<file path="src/rtl/bfra_ram.sv">
`timescale 1ns / 1ps
module bfra_ram #(
    parameter int W     = 42,
    parameter int DEPTH = 64,
    parameter int AW    = (DEPTH > 1) ? $clog2(DEPTH) : 1
) (
    input  logic          i_clk,
    input  logic          i_we,
    input  logic [AW-1:0] i_waddr,
    input  logic [W-1:0]  i_wdata,
    input  logic [AW-1:0] i_raddr,
    output logic [W-1:0]  o_rdata
);

    logic [W-1:0] r_mem [DEPTH];
    logic [W-1:0] r_rdata;

    always_ff @(posedge i_clk) begin
        if (i_we) begin
            r_mem[i_waddr] <= i_wdata;
        end
        r_rdata <= r_mem[i_raddr];
    end

    assign o_rdata = r_rdata;

endmodule

</file>
<file path="config.mk">
export PLATFORM = sky130hd
export DESIGN_NAME = bfra_ram
export DESIGN_NICKNAME = d
export VERILOG_FILES = /design/src/rtl/bfra_ram.sv
export SDC_FILE = /design/constraint.sdc
export NUM_CORES = 2
export LEC_CHECK = 0
export BUFFER_PORTS_ARGS = -buffer_cell sky130_fd_sc_hd__buf_2
export CAP_MARGIN = 20
export CORE_AREA = 3 3 513 515
export CTS_BUF_LIST = sky130_fd_sc_hd__clkbuf_4
export CTS_CLUSTER_DIAMETER = 120
export DETAILED_ROUTE_END_ITERATION = 8
export DIE_AREA = 0 0 516 518
export HOLD_SLACK_MARGIN = 0.12
export MAX_ROUTING_LAYER = met4
export PLACE_DENSITY = 0.58
export SLEW_MARGIN = 20
export SYNTH_ARGS = -nofsm -noshare
export SYNTH_HDL_FRONTEND = slang
export SYNTH_SLANG_ARGS = --single-unit
</file>
<file path="constraint.sdc">
create_clock -name i_clk -period 8.4 [get_ports i_clk]
set_input_delay 0.42 -clock i_clk [delete_from_list [all_inputs] [get_ports i_clk]]
set_output_delay 0.42 -clock i_clk [all_outputs]
set_load 0.01 [all_outputs]
</file>
* Yosys cells after proc, flatten, opt, wreduce, memory -nomap -nowiden
Memories as Yosys holds them, arrays and structs flattened. A register that Yosys moved wholly into a read port is not among the register bits.
Cells that the tools add are included.
W data, S select, Z words.
** Word-level totals
- Output and inout port bits :: 42
- Memories kept :: 1
- Bits in writable memories :: 2688
- Bits of input ports :: 56
- Bits in registers :: 0
- Logic and storage cells :: 3
** Operators by class
- Mux-type cells :: 2
** Memories
- r_mem :: words 64, bits a word 42, rd ports 1, clocked after Yosys merged registers in 1, wr ports 1, RTL line 15 : logic [W-1:0] r_mem [DEPTH];
** Operator list (number)
- $mux W1 :: 2

* Depth between registers and ports, before layout
- Word-level depth :: 2
- Mapped depth :: 10
- Gate-level depth less buffers :: 5

* Worst setup path before layout
Ideal clock, no wire load.
- Kind :: input-to-reg
- Start :: input i_waddr[3]
- End :: memory r_mem[48][0], enable pin
- Stages :: 4
- Slack :: 4091 ps
- Buffers on the path :: 1
- Data required time :: 7907 ps
- Arrival :: 3816 ps
- Library setup time :: 493 ps
- Path through :: clkbuf_1 -> nor2b_1 -> nand4b_1 -> nor3_1
** RTL lines
- start: declaration :: RTL line 9 : input logic [AW-1:0] i_waddr,
- end: declaration :: RTL line 15
Straight into the memory's write port.

==> run_results.csv <==
group,metric,value,unit
detailed_routing,drc,0,
yosys,yosysSeqAreaShare,0.789,
cts,cts_htree_levels,6,
detailed_routing,route.met2.wl,134,mm
worst_setup_path,timing.rr.start,"r_mem[14][13]",
worst_setup_path,cp.arrival,4220,ps
detailed_routing,first_iter_violations,5256,
placement,placed_area,108000,µm²
cts,clk_pin_slew,70,ps
yosys,synth_edf_count,2688,
min_path,min_from,"i_wdata[7]",
detailed_routing,vias_per_cell,5.64,
floorplanning,dieArea,267000,µm²
global_routing,grt_pass1_vias,52300,
global_routing,grt.total_usage,0.207,
final_layout,area_delta_synth_final,13.7,%
global_routing,grt_pass1_wl,384,mm
power,power_frac_comb,0.049,
cts,cts_root_buf,"clkbuf_4",
cts,post_cts_resized,0,
yosys,synth_cells,4352,
detailed_routing,wl_met3,19.8,mm
timing,slew_headroom,0.260,
global_routing,grt_overflow,0,
timing,min_period,3100,ps
power,power.switching,6.02,mW
yosys,syn_nets,4408,
cts,clockBufferDepth,4,
final_layout,final_area,117000,µm²
placement,place_hpwl,138,mm
cts,clkSinkCount,2730,
timing,fin_crit_sh,0.370,
run_status,status,"finished clean",
detailed_routing,top_layer,"met4",
final_layout,fin_nets,5112,
detailed_routing,m1WireLength,112,mm
yosys,synth.distinct_cells,43,
detailed_routing,vias,50600,
timing,clock.fmax,322,MHz
final_layout,final_cell_mix,"2,688 x edfxtp_1, 969 x clkbuf_4, 685 x mux4_2",
worst_setup_path,worstPathRequired,9520,ps
power,power_frac_clock,0.395,
detailed_routing,wl_per_cell,30.2,µm
global_routing,grt_max_degree,120,
power,p_leak,37.2,nW
placement,portBuffers,97,
worst_setup_path,worstSetupStartpoint,"i_raddr[1]",
detailed_routing,ant_nets,0,
timing,rsz0062_at_grt,"no",
worst_setup_path,cp_max_fo,44,
min_path,hp-class,"in2reg",
floorplanning,std_cell_rows,187,
detailed_routing,drt_wl_total,271,mm
yosys,syn_area,103000,µm²
final_layout,drive_gt1_frac,0.368,
detailed_routing,firstDrtPassIters,5,
final_layout,multi_input_area,21000,µm²
cts,cts_tree,"yes",
power,p_int,21.2,mW
timing,tightest_slew,1110,ps
floorplanning,die_w,516,µm
power,swShare,0.221,
cts,clk_latency,1320,ps
floorplanning,chipHeight,518,µm
floorplanning,start_util,0.399,
global_routing,grt_antenna_before_repair,30,
timing,setup_violations,0,
timing,clock_skew,98.9,ps
floorplanning,core,259000,µm²
yosys,ys_async_sr_fraction,0,
worst_setup_path,start_kind,"primary input",
power,p_total,27.2,mW
cts,cts_buffers,666,
yosys,synth_area_per_cell,23.7,µm²
final_layout,fin_util,0.453,
yosys,yosys_register_bits,2730,
final_layout,nFillCells,21800,
worst_setup_path,cp-end-kind,"flop",
worst_setup_path,crit_type,"in2reg",
final_layout,layout_commonest_cell,"edfxtp_1",
power,seqPwrFrac,0.556,
timing,slew_viol_final,0,
final_layout,seq_area,81600,µm²
timing,hold_violations,0,
timing,finalSetupTns,0,ps
floorplanning,ios,98,
power,power.density,232,nW/µm²
power,peakVddDrop,0.111,mV
yosys,synthFlopType,"edfxtp_1",
placement,routabilityCongestion,0.776,
yosys,yosysWarnings,0,
run,max_cap_violations,0,
[synthesized netlist by cell type (2+ instances only)]
cell type,n,area (µm²)
edfxtp_1,2688,80700
mux4_2,685,15400
mux2i_1,154,1540
nor2_1,114,428
clkbuf_1,97,364
a22oi_1,83,623
buf_2,62,310
buf_4,48,360
dfxtp_1,42,841
mux2_2,40,450
nand2_1,35,131
o221ai_1,32,280
a21oi_1,31,155
o22ai_1,30,188
a221oi_1,26,228
a211oi_1,20,150
buf_1,20,75.1
a22o_1,17,149
nor2b_1,14,87.6
buf_6,13,146
nor3_1,13,65.1
nand3b_1,12,90.1
and2_1,11,68.8
a222oi_1,9,90.1
nand2b_1,7,43.8
nand3_1,7,35.0
o21ai_0,7,35.0
a31oi_1,6,37.5
a211o_1,4,35.0
o211a_1,4,40.0
or3_1,3,18.8
or3b_2,3,26.3
a21boi_0,2,15.0
and3_1,2,12.5
nand4_1,2,12.5
o311a_1,2,20.0
[kinds of logic after synthesis]
kind of cell           Yosys count  synth area share
AND/OR/NAND/NOR                226            0.0101
flip-flops                    2730             0.789
multiplexers                   879             0.169
AO/OA/AOI/OAI                  275            0.0200
buffers and inverters          242            0.0123
[power groups by stage]
stage	Sequential (mW)	Combinational (mW)	Clock, mW
final	15.1	1.34	10.7
after global placement	15.4	1.31	0
after floorplan	15.4	0.741	0
after global routing	15.1	1.43	11.8
after CTS	15.1	1.36	11.0
after detailed placement	15.4	1.33	0
[what timing repair did]
action | 4_1_cts | 5_1_grt
hold buffers | 56 | 0
setup endpoints to repair | 0 | 0
hold endpoints to repair | 2842 | 0
setup buffers | 0 | 0
[critical path, cell delays in order]
cell and delay, ps:
dlygate4sd3_1 540, buf_6 280, buf_4 630, buf_4 700
mux4_2 580, mux2i_1 300, a22oi_1 270, a21oi_1 270
nor3_1 80
[metrics by stage]
stage	hold WS [ps]	setup WS, ps	instances
floorplan	519	4090	4352
global placement	754	4500	7732
detailed placement	797	4430	7733
CTS	162	5410	8952
global route	213	5190	8974
finish	242	5300	8979
[per-layer routing]
metal / GRT usage / vias to the layer above
met5: - / -
met4: 0.0554 / 0
met3: 0.0386 / 343
met2: 0.323 / 2120
met1: 0.280 / 27500
li1: - / 20700
[cell type report]
class / count / share of cell area
Sequential cell: 2730 / 0.694
Multi-Input combinational cell: 1380 / 0.179
Antenna cell: 26 / 0.000554
Tap cell: 3402 / 0.0362
Clock inverter: 194 / 0.00888
Timing Repair Buffer: 277 / 0.0191
Clock buffer: 969 / 0.0619
Inverter: 1 / 0.0000958
[final timing paths]
kind / end / slack [ps] / cells past startpoint
max: o_rdata[5] / 5300 / 9
min: r_mem[44][7] / 240 / 2
max reg2reg: o_rdata[13] / 5880 / 4
min reg2reg: o_rdata[6] / 780 / 3
[sequential cells by signal (all words and copies together) (netlist names)]
name	flops
r_mem	2688
o_rdata	42
No activity file was read; power rests on OpenSTA's default activity.
